--- src/rtl/core/bug1_navigation_controller_macros.svh ---
// ----------------------------------------------------------------------------
// bug1_navigation_controller_macros
// assertion macros for the bug1 navigation controller
// ----------------------------------------------------------------------------
`ifndef BUG1_NAVIGATION_CONTROLLER_MACROS_SVH
`define BUG1_NAVIGATION_CONTROLLER_MACROS_SVH

// a condition implies a consequence at the same edge
`define ASSERT_IMPL(label, clk, rst_n, cond, cons) \
    label: assert property (@(posedge clk) disable iff (!rst_n) (cond) |-> (cons)) \
        else $error("assertion failed");

// a condition implies a consequence at the next edge
`define ASSERT_NEXT(label, clk, rst_n, cond, cons) \
    label: assert property (@(posedge clk) disable iff (!rst_n) (cond) |=> (cons)) \
        else $error("assertion failed");

`endif

--- src/rtl/core/b1nav_pkg.sv ---
// ----------------------------------------------------------------------------
// b1nav_pkg
// types and constants shared by the bug1 navigation controller
// ----------------------------------------------------------------------------
`default_nettype none

package b1nav_pkg;

    localparam int PiQ12     = 12868;
    localparam int TwoPiQ12  = 25736;
    localparam int HalfPiQ12 = 6434;
    localparam int AtanLen   = 20;

    typedef enum logic [2:0] {
        MODE_REST   = 3'd0,
        MODE_GOAL   = 3'd1,
        MODE_LEAVE  = 3'd2,
        MODE_CIRCLE = 3'd3,
        MODE_RETURN = 3'd4
    } t_mode;

    typedef enum logic [0:0] {
        CFG_GOAL_X = 1'b0,
        CFG_GOAL_Y = 1'b1
    } t_cfg_idx;

    typedef enum logic [2:0] {
        SEQ_IDLE,
        SEQ_DIST,
        SEQ_CORDIC,
        SEQ_DECIDE,
        SEQ_OUT
    } t_seq;

    typedef struct packed {
        logic        start;
        logic signed [16:0] dx;
        logic signed [16:0] dy;
    } t_cordic_req;

    typedef struct packed {
        logic        done;
        logic signed [15:0] angle;
    } t_cordic_rsp;

    function automatic logic [12:0] atan_entry(input logic [4:0] idx);
        case (idx)
            5'd0:    atan_entry = 13'd3217;
            5'd1:    atan_entry = 13'd1899;
            5'd2:    atan_entry = 13'd1003;
            5'd3:    atan_entry = 13'd509;
            5'd4:    atan_entry = 13'd256;
            5'd5:    atan_entry = 13'd128;
            5'd6:    atan_entry = 13'd64;
            5'd7:    atan_entry = 13'd32;
            5'd8:    atan_entry = 13'd16;
            5'd9:    atan_entry = 13'd8;
            5'd10:   atan_entry = 13'd4;
            5'd11:   atan_entry = 13'd2;
            5'd12:   atan_entry = 13'd1;
            default: atan_entry = 13'd0;
        endcase
    endfunction

    function automatic logic signed [15:0] sat16(input logic signed [21:0] v);
        if (v > 22'sd32767)       sat16 = 16'sh7fff;
        else if (v < -22'sd32768) sat16 = 16'sh8000;
        else                      sat16 = v[15:0];
    endfunction

endpackage

`default_nettype wire

--- src/rtl/core/b1nav_if.sv ---
// ----------------------------------------------------------------------------
// b1nav interfaces
// valid/ready channels for input, result and configuration words
// ----------------------------------------------------------------------------
`default_nettype none

interface b1nav_in_if;
    logic               valid;
    logic               ready;
    logic signed [15:0] pos_x;
    logic signed [15:0] pos_y;
    logic signed [14:0] heading;
    logic [11:0]        sonar_front;
    logic [11:0]        sonar_left;
    logic [11:0]        sonar_right;
    modport source (output valid, pos_x, pos_y, heading, sonar_front, sonar_left,
                    sonar_right, input ready);
    modport sink (input valid, pos_x, pos_y, heading, sonar_front, sonar_left,
                  sonar_right, output ready);
endinterface

interface b1nav_out_if;
    logic               valid;
    logic               ready;
    logic signed [15:0] turn_rate;
    logic [11:0]        forward_speed;
    logic [2:0]         nav_mode;
    modport source (output valid, turn_rate, forward_speed, nav_mode, input ready);
    modport sink (input valid, turn_rate, forward_speed, nav_mode, output ready);
endinterface

interface b1nav_cfg_if;
    logic        valid;
    logic        ready;
    logic [0:0]  index;
    logic [15:0] data;
    modport source (output valid, index, data, input ready);
    modport sink (input valid, index, data, output ready);
endinterface

`default_nettype wire

--- src/rtl/core/b1nav_cordic.sv ---
// ----------------------------------------------------------------------------
// b1nav_cordic
// iterative vectoring cordic, one micro-rotation per cycle
// ----------------------------------------------------------------------------
`default_nettype none

module b1nav_cordic #(
    parameter int CORDIC_STEPS = 14
) (
    input  wire                      i_clk,
    input  wire                      i_rst_n,
    input  b1nav_pkg::t_cordic_req   i_req,
    output b1nav_pkg::t_cordic_rsp   o_rsp
);
    import b1nav_pkg::*;

    localparam int Steps = (CORDIC_STEPS < AtanLen) ? CORDIC_STEPS : AtanLen;

    // offsets below 2^16 times 16, plus gain growth
    logic signed [24:0] r_x, r_y, n_x, n_y;
    logic signed [15:0] r_z, n_z;
    logic [4:0]         r_i, n_i;
    logic               r_busy, n_busy, r_done, n_done;
    logic signed [24:0] xs, ys, x0, y0;
    logic signed [15:0] atv;

    always_comb begin
        xs     = r_x >>> r_i;
        ys     = r_y >>> r_i;
        atv    = 16'(signed'({3'b000, atan_entry(r_i)}));
        n_x    = r_x;
        n_y    = r_y;
        n_z    = r_z;
        n_i    = r_i;
        n_busy = r_busy;
        n_done = 1'b0;
        x0     = 25'(i_req.dx) <<< 4;
        y0     = 25'(i_req.dy) <<< 4;
        if (i_req.start) begin
            n_i = '0;
            if (i_req.dx == '0 && i_req.dy == '0) begin
                n_x = '0; n_y = '0; n_z = '0;
                n_done = 1'b1;
            end else begin
                n_busy = 1'b1;
                if (x0 < 0) begin
                    if (y0 >= 0) begin
                        n_x = y0; n_y = -x0; n_z = 16'(HalfPiQ12);
                    end else begin
                        n_x = -y0; n_y = x0; n_z = -16'(HalfPiQ12);
                    end
                end else begin
                    n_x = x0; n_y = y0; n_z = '0;
                end
            end
        end else if (r_busy) begin
            if (r_y >= 0) begin
                n_x = r_x + ys; n_y = r_y - xs; n_z = r_z + atv;
            end else begin
                n_x = r_x - ys; n_y = r_y + xs; n_z = r_z - atv;
            end
            n_i = r_i + 5'd1;
            if (r_i == 5'(Steps - 1)) begin
                n_busy = 1'b0;
                n_done = 1'b1;
            end
        end
    end

    always_ff @(posedge i_clk) begin
        if (!i_rst_n) begin
            r_busy <= 1'b0;
            r_done <= 1'b0;
            r_i    <= '0;
        end else begin
            r_busy <= n_busy;
            r_done <= n_done;
            r_i    <= n_i;
        end
        r_x <= n_x;
        r_y <= n_y;
        r_z <= n_z;
    end

    assign o_rsp.done  = r_done;
    assign o_rsp.angle = r_z;

endmodule

`default_nettype wire

--- src/rtl/core/bug1_navigation_controller.sv ---
// ----------------------------------------------------------------------------
// bug1_navigation_controller
// bug1 obstacle avoidance: mode sequencer, squared distances, cordic bearing
// ----------------------------------------------------------------------------
//  channel   dir   contents
//  i_in      in    pos_x pos_y heading sonar_front sonar_left sonar_right
//  o_out     out   turn_rate forward_speed nav_mode
//  i_cfg     in    index (0 goal_x, 1 goal_y) and 16-bit data
//
//  result follows these steps after a word is taken: three squared distances on
//  one shared multiplier, cordic load and one step per cycle, done, decide,
//  output; the cordic steps are skipped when the goal offset is zero
//  result sits in an output register; the next word is taken once it is read,
//  so a new word waits until the previous result has been read
//  synchronous active-low reset clears mode, stored points and held commands
`default_nettype none
`include "bug1_navigation_controller_macros.svh"

module bug1_navigation_controller #(
    parameter int CORDIC_STEPS = 14
) (
    input  wire         i_clk,
    input  wire         i_rst_n,
    b1nav_in_if.sink    i_in,
    b1nav_out_if.source o_out,
    b1nav_cfg_if.sink   i_cfg
);
    import b1nav_pkg::*;

    // configuration
    logic signed [15:0] r_goal_x, r_goal_y;

    // bug1 state
    t_mode              r_mode;
    logic signed [15:0] r_hit_x, r_hit_y, r_leave_x, r_leave_y;
    logic [31:0]        r_best;
    logic               r_flatch;
    logic [11:0]        r_prev_left;
    logic signed [15:0] r_turn;
    logic [11:0]        r_speed;

    // latched input word
    logic signed [15:0] r_px, r_py;
    logic signed [14:0] r_yaw;
    logic [11:0]        r_front, r_left, r_right;

    // sequencer
    t_seq               r_seq, n_seq;
    logic [2:0]         r_cnt;
    logic [32:0]        r_acc;
    logic [31:0]        r_dg, r_dh, r_dl;
    logic               r_ovalid;

    // shared squarer operand select
    logic signed [15:0] sel_ax;
    logic signed [16:0] diff;
    logic signed [33:0] dwide;
    logic [33:0]        prod;
    logic [33:0]        accsum;
    logic [31:0]        accsat;

    t_cordic_req        creq;
    t_cordic_rsp        crsp;

    b1nav_cordic #(.CORDIC_STEPS(CORDIC_STEPS)) u_cordic (
        .i_clk  (i_clk),
        .i_rst_n(i_rst_n),
        .i_req  (creq),
        .o_rsp  (crsp)
    );

    assign i_in.ready  = (r_seq == SEQ_IDLE) && !r_ovalid;
    assign i_cfg.ready = 1'b1;
    assign o_out.valid = r_ovalid;
    assign o_out.turn_rate     = r_turn;
    assign o_out.forward_speed = r_speed;
    assign o_out.nav_mode      = r_mode;

    // step 0..5: dx,dy against goal, hit, leave
    always_comb begin
        case (r_cnt)
            3'd0, 3'd1: sel_ax = r_cnt[0] ? r_goal_y : r_goal_x;
            3'd2, 3'd3: sel_ax = r_cnt[0] ? r_hit_y : r_hit_x;
            default:    sel_ax = r_cnt[0] ? r_leave_y : r_leave_x;
        endcase
        diff   = (r_cnt[0] ? 17'(r_py) : 17'(r_px)) - 17'(sel_ax);
        dwide  = 34'(diff);
        prod   = $unsigned(dwide * dwide);
        accsum = {1'b0, r_acc} + prod;
        accsat = (accsum > 34'h0ffffffff) ? 32'hffffffff : accsum[31:0];
    end

    assign creq.start = (r_seq == SEQ_DIST) && (r_cnt == 3'd5);
    assign creq.dx    = 17'(r_goal_x) - 17'(r_px);
    assign creq.dy    = 17'(r_goal_y) - 17'(r_py);

    // decision datapath
    logic signed [16:0] err, aerr;
    logic signed [21:0] t3;
    logic signed [16:0] sp;
    logic signed [12:0] sdiff;
    logic signed [21:0] e_near, e_far;
    logic signed [15:0] g_turn;
    logic [11:0]        g_speed;

    always_comb begin
        err = 17'(crsp.angle) - 17'(r_yaw);
        if (err > 17'sd12868)       err = err - 17'(TwoPiQ12);
        else if (err < -17'sd12868) err = err + 17'(TwoPiQ12);
        aerr = (err < 0) ? -err : err;
        sp = 17'(PiQ12) - aerr;
        if (aerr > 17'sd819) begin
            t3 = 22'(err) * 22'sd3;
            t3 = (t3 < 0) ? -((-t3) >>> 1) : (t3 >>> 1);
            g_turn = sat16(t3);
            g_speed = (sp > 0) ? 12'(sp >>> 2) : 12'd0;
        end else begin
            t3 = (err < 0) ? -((22'(-err)) >>> 1) : (22'(err) >>> 1);
            g_turn = sat16(t3);
            g_speed = 12'd1024;
        end
        sdiff  = 13'({1'b0, r_left}) - 13'({1'b0, r_prev_left});
        e_near = 22'((22'({1'b0, r_left}) * 22'sd2 - 22'sd1024) * 22'sd5);
        e_far  = 22'((22'({1'b0, r_left}) * 22'sd2 - 22'sd819) * 22'sd5);
    end

    // sequencer
    always_comb begin
        n_seq = r_seq;
        case (r_seq)
            SEQ_IDLE:   if (i_in.valid && i_in.ready) n_seq = SEQ_DIST;
            SEQ_DIST:   if (r_cnt == 3'd5) n_seq = SEQ_CORDIC;
            SEQ_CORDIC: if (crsp.done) n_seq = SEQ_DECIDE;
            SEQ_DECIDE: n_seq = SEQ_OUT;
            SEQ_OUT:    n_seq = SEQ_IDLE;
            default:    n_seq = SEQ_IDLE;
        endcase
    end

    always_ff @(posedge i_clk) begin
        if (!i_rst_n) begin
            r_seq       <= SEQ_IDLE;
            r_cnt       <= '0;
            r_ovalid    <= 1'b0;
            r_goal_x    <= '0;
            r_goal_y    <= '0;
            r_mode      <= MODE_REST;
            r_hit_x     <= '0;
            r_hit_y     <= '0;
            r_leave_x   <= '0;
            r_leave_y   <= '0;
            r_best      <= '0;
            r_flatch    <= 1'b0;
            r_prev_left <= '0;
            r_turn      <= '0;
            r_speed     <= '0;
        end else begin
            r_seq <= n_seq;
            if (i_cfg.valid) begin
                case (i_cfg.index)
                    CFG_GOAL_X: r_goal_x <= i_cfg.data;
                    CFG_GOAL_Y: r_goal_y <= i_cfg.data;
                    default:    ;
                endcase
            end
            if (o_out.valid && o_out.ready) r_ovalid <= 1'b0;
            case (r_seq)
                SEQ_IDLE: begin
                    r_cnt <= '0;
                    r_acc <= '0;
                    r_px  <= i_in.pos_x;
                    r_py  <= i_in.pos_y;
                    r_yaw <= i_in.heading;
                    r_front <= i_in.sonar_front;
                    r_left  <= i_in.sonar_left;
                    r_right <= i_in.sonar_right;
                end
                SEQ_DIST: begin
                    r_cnt <= r_cnt + 3'd1;
                    if (r_cnt[0]) begin
                        r_acc <= '0;
                        case (r_cnt[2:1])
                            2'd0:    r_dg <= accsat;
                            2'd1:    r_dh <= accsat;
                            default: r_dl <= accsat;
                        endcase
                    end else begin
                        r_acc <= {1'b0, accsat};
                    end
                end
                SEQ_DECIDE: begin
                    case (r_mode)
                        MODE_GOAL: begin
                            if (r_dg <= 32'd2621) begin
                                r_turn <= '0; r_speed <= '0; r_mode <= MODE_REST;
                            end else begin
                                r_turn <= g_turn; r_speed <= g_speed;
                                if (r_front > 12'd0 && r_front < 12'd819) begin
                                    r_hit_x <= r_px; r_hit_y <= r_py;
                                    r_mode <= MODE_LEAVE;
                                end
                            end
                        end
                        MODE_LEAVE, MODE_CIRCLE, MODE_RETURN: begin
                            // wall follower
                            if (r_front < 12'd512 && r_front != 0 && r_left == 0
                                && r_right == 0 && !r_flatch) begin
                                r_turn <= -16'sd2048; r_speed <= 12'd512;
                            end else if (r_front != 0 && r_left != 0) begin
                                r_turn <= -16'sd3072; r_speed <= 12'd512;
                            end else if (r_left != 0 && r_left <= 12'd409) begin
                                r_turn <= sat16((sdiff > 0) ? -e_near : e_near);
                                r_speed <= 12'd2048;
                                r_flatch <= 1'b1;
                            end else if (r_left >= 12'd461) begin
                                r_turn <= sat16((sdiff < 0) ? -e_far : e_far);
                                r_speed <= 12'd2048;
                            end else if (r_front == 0 && r_left == 0) begin
                                r_turn <= 16'sd6144;
                            end
                            r_prev_left <= r_left;
                            if (r_mode == MODE_LEAVE) begin
                                if (r_dh > 32'd262144) begin
                                    r_best <= r_dg; r_mode <= MODE_CIRCLE;
                                end
                            end else if (r_mode == MODE_CIRCLE) begin
                                if (r_dg < r_best) begin
                                    r_leave_x <= r_px; r_leave_y <= r_py;
                                    r_best <= r_dg;
                                end
                                if (r_dh <= 32'd167772) r_mode <= MODE_RETURN;
                            end else begin
                                if (r_dl <= 32'd94371) r_mode <= MODE_REST;
                            end
                        end
                        default: begin
                            r_flatch <= 1'b0;
                            r_mode <= (r_dg > 32'd10485) ? MODE_GOAL : MODE_REST;
                        end
                    endcase
                end
                SEQ_OUT: r_ovalid <= 1'b1;
                default: ;
            endcase
        end
    end

    // no new word while a result is pending
    `ASSERT_IMPL(a_no_accept_pending, i_clk, i_rst_n, r_ovalid, !i_in.ready)
    // the output step always raises the result valid
    `ASSERT_NEXT(a_out_after_seq, i_clk, i_rst_n, r_seq == SEQ_OUT, r_ovalid)
    // cordic reports done only while the sequencer waits for it
    `ASSERT_IMPL(a_cordic_done, i_clk, i_rst_n, crsp.done, r_seq == SEQ_CORDIC)

endmodule

`default_nettype wire

--- src/flat_wrapper.sv ---
// flat-port wrapper written by rule: the top's interface ports become plain ports
module bug1_navigation_controller_flat import b1nav_pkg::*;
#(
    parameter int CORDIC_STEPS = 14
)
  (i_clk, i_rst_n, i_in_valid, i_in_pos_x, i_in_pos_y, i_in_heading, i_in_sonar_front, i_in_sonar_left, i_in_sonar_right, i_in_ready, o_out_valid, o_out_turn_rate, o_out_forward_speed, o_out_nav_mode, o_out_ready, i_cfg_valid, i_cfg_index, i_cfg_data, i_cfg_ready);
  b1nav_in_if i_in_i ();
  b1nav_out_if o_out_i ();
  b1nav_cfg_if i_cfg_i ();
  input  wire i_clk;
  input  wire i_rst_n;
  input wire logic [$bits(i_in_i.valid)-1:0] i_in_valid;
  input wire logic [$bits(i_in_i.pos_x)-1:0] i_in_pos_x;
  input wire logic [$bits(i_in_i.pos_y)-1:0] i_in_pos_y;
  input wire logic [$bits(i_in_i.heading)-1:0] i_in_heading;
  input wire logic [$bits(i_in_i.sonar_front)-1:0] i_in_sonar_front;
  input wire logic [$bits(i_in_i.sonar_left)-1:0] i_in_sonar_left;
  input wire logic [$bits(i_in_i.sonar_right)-1:0] i_in_sonar_right;
  output wire logic [$bits(i_in_i.ready)-1:0] i_in_ready;
  output wire logic [$bits(o_out_i.valid)-1:0] o_out_valid;
  output wire logic [$bits(o_out_i.turn_rate)-1:0] o_out_turn_rate;
  output wire logic [$bits(o_out_i.forward_speed)-1:0] o_out_forward_speed;
  output wire logic [$bits(o_out_i.nav_mode)-1:0] o_out_nav_mode;
  input wire logic [$bits(o_out_i.ready)-1:0] o_out_ready;
  input wire logic [$bits(i_cfg_i.valid)-1:0] i_cfg_valid;
  input wire logic [$bits(i_cfg_i.index)-1:0] i_cfg_index;
  input wire logic [$bits(i_cfg_i.data)-1:0] i_cfg_data;
  output wire logic [$bits(i_cfg_i.ready)-1:0] i_cfg_ready;
  assign i_in_i.valid = i_in_valid;
  assign i_in_i.pos_x = i_in_pos_x;
  assign i_in_i.pos_y = i_in_pos_y;
  assign i_in_i.heading = i_in_heading;
  assign i_in_i.sonar_front = i_in_sonar_front;
  assign i_in_i.sonar_left = i_in_sonar_left;
  assign i_in_i.sonar_right = i_in_sonar_right;
  assign i_in_ready = i_in_i.ready;
  assign o_out_valid = o_out_i.valid;
  assign o_out_turn_rate = o_out_i.turn_rate;
  assign o_out_forward_speed = o_out_i.forward_speed;
  assign o_out_nav_mode = o_out_i.nav_mode;
  assign o_out_i.ready = o_out_ready;
  assign i_cfg_i.valid = i_cfg_valid;
  assign i_cfg_i.index = i_cfg_index;
  assign i_cfg_i.data = i_cfg_data;
  assign i_cfg_ready = i_cfg_i.ready;
  bug1_navigation_controller #(.CORDIC_STEPS(CORDIC_STEPS)) u_core (.i_clk(i_clk), .i_rst_n(i_rst_n), .i_in(i_in_i), .o_out(o_out_i), .i_cfg(i_cfg_i));
endmodule
--- config.mk ---
export PLATFORM = sky130hd
export DESIGN_NAME = bug1_navigation_controller_flat
export DESIGN_NICKNAME = d
export VERILOG_FILES = /design/src/rtl/core/b1nav_pkg.sv /design/src/rtl/core/b1nav_if.sv /design/src/rtl/core/b1nav_cordic.sv /design/src/rtl/core/bug1_navigation_controller.sv /design/src/flat_wrapper.sv
export VERILOG_INCLUDE_DIRS = /design/src /design/src/rtl/core
export SDC_FILE = /design/constraint.sdc
export NUM_CORES = 2
export LEC_CHECK = 0
export ABC_AREA = 1
export BUFFER_PORTS_ARGS = -buffer_cell sky130_fd_sc_hd__buf_2
export CAP_MARGIN = 20
export CORE_MARGIN = 5
export CORE_UTILIZATION = 58
export CTS_CLUSTER_DIAMETER = 200
export DETAILED_ROUTE_END_ITERATION = 6
export PLACE_DENSITY_LB_ADDON = 0.1
export SLEW_MARGIN = 20
export SYNTH_ARGS = -nofsm -noshare
export SYNTH_HDL_FRONTEND = slang
export SYNTH_SLANG_ARGS = --single-unit
--- constraint.sdc ---
create_clock -name i_clk -period 30.4 [get_ports i_clk]
set_clock_uncertainty 0.1 [all_clocks]
set_input_delay 9.12 -clock i_clk [delete_from_list [all_inputs] [get_ports i_clk]]
set_output_delay 9.12 -clock i_clk [all_outputs]
set_load 0.02 [all_outputs]
After elaboration in Yosys (flattened, before gate mapping):

Memory sizes are Yosys's and may differ from the RTL's. A register that Yosys moved wholly into a read port is not among the register bits.
Cells that the tools add are included.

* add/sub/neg operators: 28
* multipliers: 4
* div/mod/pow operators: 0
* magnitude comparators: 31
* equal/unequal tests: 28
* shift-type cells: 2
* mux-type cells: 92
* bitwise operators: 6
* reduce and logical (&&, ||, !) cells: 52

Operators with widths (count)
* $mux 16: 24
* $mux 25: 12
* $mux 32: 6
* $gt 22x16->1 const B: 4
* $lt 22x16->1 const B: 4
* $mux 22: 4
* $mux 12: 7
* $mux 17: 4
* $pmux 33 s2: 1
* $pmux 16 s2: 2
* $add 25x25->25: 2
* $neg 21->25: 2
* $sshr 25x5->25: 2
* $sub 25x25->25: 2
* $mul 22x3->22 const B: 2
* $neg 21->22: 2
* $neg 22->22: 2
* $logic_not 12->1: 3
* $add 33x34->34: 1
* $gt 34x32->1 const B: 1
* $logic_not 17->1: 2
* $mul 17x17->34: 1
* $sub 16x16->17: 2
* $gt 32x14->1 const B: 1
* other kinds (70): 150

* register bits after elaboration: 464
* latch bits: 0
* RAM bits: 0
* bits in read-only memories: 192
* word-level logic and storage cells: 275
* memories kept: 1

Memories
* (name not given): words 16, bits a word 12, read ports 1, clocked after Yosys merged registers in 1, write ports 0, RTL line b1nav_pkg.sv:47 `case (idx)`

Logic depth before layout (Yosys ltp):

* word-level depth: 14
* depth in mapped cells: 64
* mapped depth without buffers: 62

Modules after synthesis:

From an unflattened synthesis, not the netlist that was laid out.

* cells, all modules: 6478
* area, all modules: 48654.2 µm²

Modules (own cells, without submodules)
* bug1_navigation_controller: instances 1, cells each 4613, area an instance 36999.2 µm²
* b1nav_cordic: instances 1, cells each 1865, area an instance 11654.9 µm²

Worst setup path before layout:

Ideal clock, no wire load.

* path type: input -> register
* start point: input port i_rst_n
* end point: register u_core.r_front[0], enable pin
* library setup time: 0.525 ns
* arrival: 13.262 ns
* path slack: 16.514 ns
* stages: 4
* path buffers: 2
* cells stage by stage: clkbuf_1 -> clkinv_1 -> clkbuf_1 -> nor2_1

* cells in the longest elaborated chain, start to end: 1

RTL lines
* start: declaration: RTL line flat_wrapper.sv:11 `input wire i_rst_n;`
* $reduce_and 2->1 (no source line)
* end signal: assignment: RTL line bug1_navigation_controller.sv:174 `r_front <= i_in.sonar_front;`
* end: declaration: RTL line bug1_navigation_controller.sv:45 `logic [11:0] r_front, r_left, r_right;`

Every way passes these cells.
A chain may end at the register's enable or synchronous reset.

Worst setup path in the final report:

* start point: register u_core.r_cnt[0]
* end point: register u_core.r_acc[11] (data pin)

* cells in the longest elaborated chain, start to end: 10

RTL lines
* start: declaration: RTL line bug1_navigation_controller.sv:49 `logic [2:0] r_cnt;`
* start signal: assignment: RTL line bug1_navigation_controller.sv:179 `r_cnt <= r_cnt + 3'd1;`
* $eq 3x2->1, or another cell as far along: RTL line bug1_navigation_controller.sv:81 `case (r_cnt)`
* $reduce_or 2->1: RTL line bug1_navigation_controller.sv:81
* $pmux 16 s2: RTL line bug1_navigation_controller.sv:81
* $sub 17x16->17 (*): RTL line bug1_navigation_controller.sv:86 `diff = (r_cnt[0] ? 17'(r_py) : 17'(r_px)) - 17'(sel_ax);`
* $mul 17x17->34 (*): RTL line bug1_navigation_controller.sv:88 `prod = $unsigned(dwide * dwide);`
* $add 33x34->34 (*): RTL line bug1_navigation_controller.sv:89 `accsum = {1'b0, r_acc} + prod;`
* $gt 34x32->1: RTL line bug1_navigation_controller.sv:90 `accsat = (accsum > 34'h0ffffffff) ? 32'hffffffff : accsum[31:0];`
* $mux 32 (*): RTL line bug1_navigation_controller.sv:90
* named net u_core.accsat[11]: RTL line bug1_navigation_controller.sv:60 `logic [31:0] accsat;`
* $mux 32 (*): RTL line bug1_navigation_controller.sv:180 `if (r_cnt[0]) begin`
* $pmux 33 s2 (*): RTL line bug1_navigation_controller.sv:167 `case (r_seq)`
* end signal: assignment: RTL line bug1_navigation_controller.sv:188 `r_acc <= {1'b0, accsat};`
* end: declaration: RTL line bug1_navigation_controller.sv:50 `logic [32:0] r_acc;`

The timed path passes the listed nets; every way through them passes the cells marked *. The select of a mux whose other input is x is not followed.

==> impl_metrics.json <==
{
  "drc": 3,
  "clock_latency_ns": 0.64,
  "max_slew_margin_pct": 28.7,
  "maxSlewViolCount": 0,
  "tightest_slew_ns": 1.07,
  "syn-cell-area_sq_mm": 0.0480,
  "hp-start": "u_core.r_best[3]$_SDFFE_PN0P_",
  "yosys.area.top_type": "edfxtp_1",
  "synth_cell_types": 78,
  "path_class": "reg -> reg",
  "diodes": 0,
  "clkTransAtPathRegs_ns": 0.06,
  "routed-via-count": 41760,
  "synth_warnings": 0,
  "clockRootBuffer": "clkbuf_16",
  "cts_inserted_buffers": 55,
  "fin_nets": 7211,
  "crit_top_cell": "nand2_1",
  "antenna_found_initial": 1,
  "crit_arrival_ns": 13.16,
  "period_share_pct": 42.3,
  "synth-seq-cells": 473,
  "tritoncts": "yes",
  "synth.net_count": 7169,
  "rsz0062_at_grt": "no",
  "setup_tns_ns": 0,
  "die_area_sq_mm": 0.0887,
  "finalSetupViolCount": 0,
  "wirelength_microns": 131000,
  "synth.most_common_cell": "nand2_1",
  "timing.final.crit_period_ns": 12.87,
  "ant_nets": 0,
  "area_growth_pct": 7.50,
  "vias_per_cell": 5.56,
  "status": "complete, but fails checks",
  "path_delay_family": "adder cells",
  "worst-path-max-fanout": 85,
  "grt_usage_pct": 29.1,
  "hp-class": "reg -> reg",
  "syn_area_per_cell_sq_um": 7.56,
  "max_cap_viol_count": 0,
  "drt_first_pass_iters": 7,
  "clk_path_buf_depth": 3,
  "die_h_microns": 298,
  "fmax_mhz": 77.7,
  "cts.htree.levels": 2,
  "grt_pass1_wl_microns": 210000,
  "io_pins": 139,
  "core_sq_mm": 0.0821,
  "slowest_delay_ns": 0.75,
  "ys_top_cells_by_area": "edfxtp_1 (17%), fa_1 (14%), ha_1 (10%)",
  "violations": "DRC",
  "synth-edff-count": 275,
  "worst_setup_path_start_kind": "register",
  "grt_max_degree": 86,
  "synthArstFlopShare_pct": 0,
  "grt_pass1_vias": 40153,
  "crit_start": "u_core.r_cnt[0]$_SDFFE_PN0P_",
  "place_inst": 7406,
  "drive_gt1_share_pct": 7.10,
  "gp_congestion": 0.947,
  "critPathRequiredTime_ns": 30.69,
  "fill_cells": 7393,
  "worst_slack_ns": 17.53,
  "preCtsSetupSlack_ns": 17.64,
  "critPathCaptureType": "register",
  "initialDrtViolationCount": 3428,
  "syn_inst": 6351,
  "die_w_microns": 298,
  "cts_resized": 0,
  "synth_common_cells": "nand2_1 (1218), inv_1 (1115), nor2_1 (540)",
  "wl_per_cell_microns": 17.4,
  "dp_hpwl_microns": 103000,
  "cp_slowest_cell": "clkinv_1",
  "finalHoldViolCount": 0,
  "ff2ff_setup_slack_ns": 17.53,
  "initial_core_util_pct": 58.5,
  "grt.overflow.total": 0,
  "ys.flop_type": "edfxtp_1",
  "post_cts_buffers": 0,
  "hold_buffers": 0,
  "num_rows": 105,
  "cts.sinks": 473,
  "fin_cells": 7510,
  "r2r-start": "u_core.r_cnt[0]$_SDFFE_PN0P_",
  "crit_buf_inv": 11,
  "ys_seq_area_share_pct": 25.4,
  "synth_top_cell_area_share_pct": 17.2,
  "io_buffer_count": 137
}
[flip-flops by register name, indices dropped and copies added (netlist names), 25 cells and up, named ones only]
name                 flops
u_core.r_dg             32
u_core.r_acc            32
u_core.r_dl             30
u_core.r_dh             32
u_core.u_cordic.r_x     25
u_core.r_best           32
u_core.u_cordic.r_y     25
[worst min-delay path, stage by stage, from the launching register on]
cell and delay, ns:
dfxtp_1 0.30, inv_1 0.06, a21oi_1 0.06
[area by class of cell]
type / count / area (sq um) / share of cell area, %
clock buffers: 62 / 1410 / 2.74
clock inverters: 42 / 597 / 1.16
inverters: 1136 / 4260 / 8.26
multi-input cells: 4546 / 30800 / 59.6
flip-flops and latches: 473 / 12200 / 23.7
well taps: 1070 / 1340 / 2.59
repair buffers: 181 / 1020 / 1.97
[placed cells by master (no fill, tap or decap), types with 55 or more instances in the layout]
cell type,Yosys,final
nand3_1,282,281
nand4_1,74,74
nand2_1,1218,1217
nor2_1,540,530
edfxtp_1,275,275
xor2_1,198,198
a21oi_1,451,450
nor3_1,60,60
fa_1,324,324
o21ai_0,483,483
buf_2,23,136
xnor2_1,66,65
inv_1,1115,1115
ha_1,389,389
clkbuf_16,0,55
dfxtp_1,198,196
[kinds of logic after synthesis]
| logic type | after synthesis | share of synthesized area [%] |
|---|---|---|
| mux | 37 | 0.784 |
| buf+inv | 1332 | 10.7 |
| other cells | 1 | 0.00781 |
| fa+ha+maj | 713 | 23.6 |
| compound gates | 1178 | 13.6 |
| flops | 473 | 25.4 |
| xor+xnor | 269 | 4.98 |
| simple gates | 2348 | 20.9 |
[path summary, 6_finish.rpt]
path                                     to  cells past startpoint
max          u_core.r_acc[11]$_SDFFCE_PN0P_                     57
min           u_core.r_best[3]$_SDFFE_PN0P_                      2
max reg2reg  u_core.r_acc[11]$_SDFFCE_PN0P_                     57
min reg2reg   u_core.r_best[3]$_SDFFE_PN0P_                      2
[through the flow]
step	hold WS [ns]	instance area (sq um)	util [%]
floorplan	0.330	48000	-
global placement	0.346	49600	60.4
detailed placement	0.351	49600	60.4
CTS	0.361	51600	62.9
global route	0.374	51600	62.9
finish	0.359	51600	62.9
[per-layer routing]
metal / track usage, % / routed length, microns / vias up
met4: 7.75 / 3550 / 0
met5: 0 / 0 / -
met2: 46.8 / 58400 / 1337
li1: - / - / 20651
met1: 41.2 / 58800 / 19566
met3: 4.80 / 10200 / 206
Power is left out: the tool's default activity adds up to more than one toggle a clock period on the data nets, which glitch-free logic cannot reach.
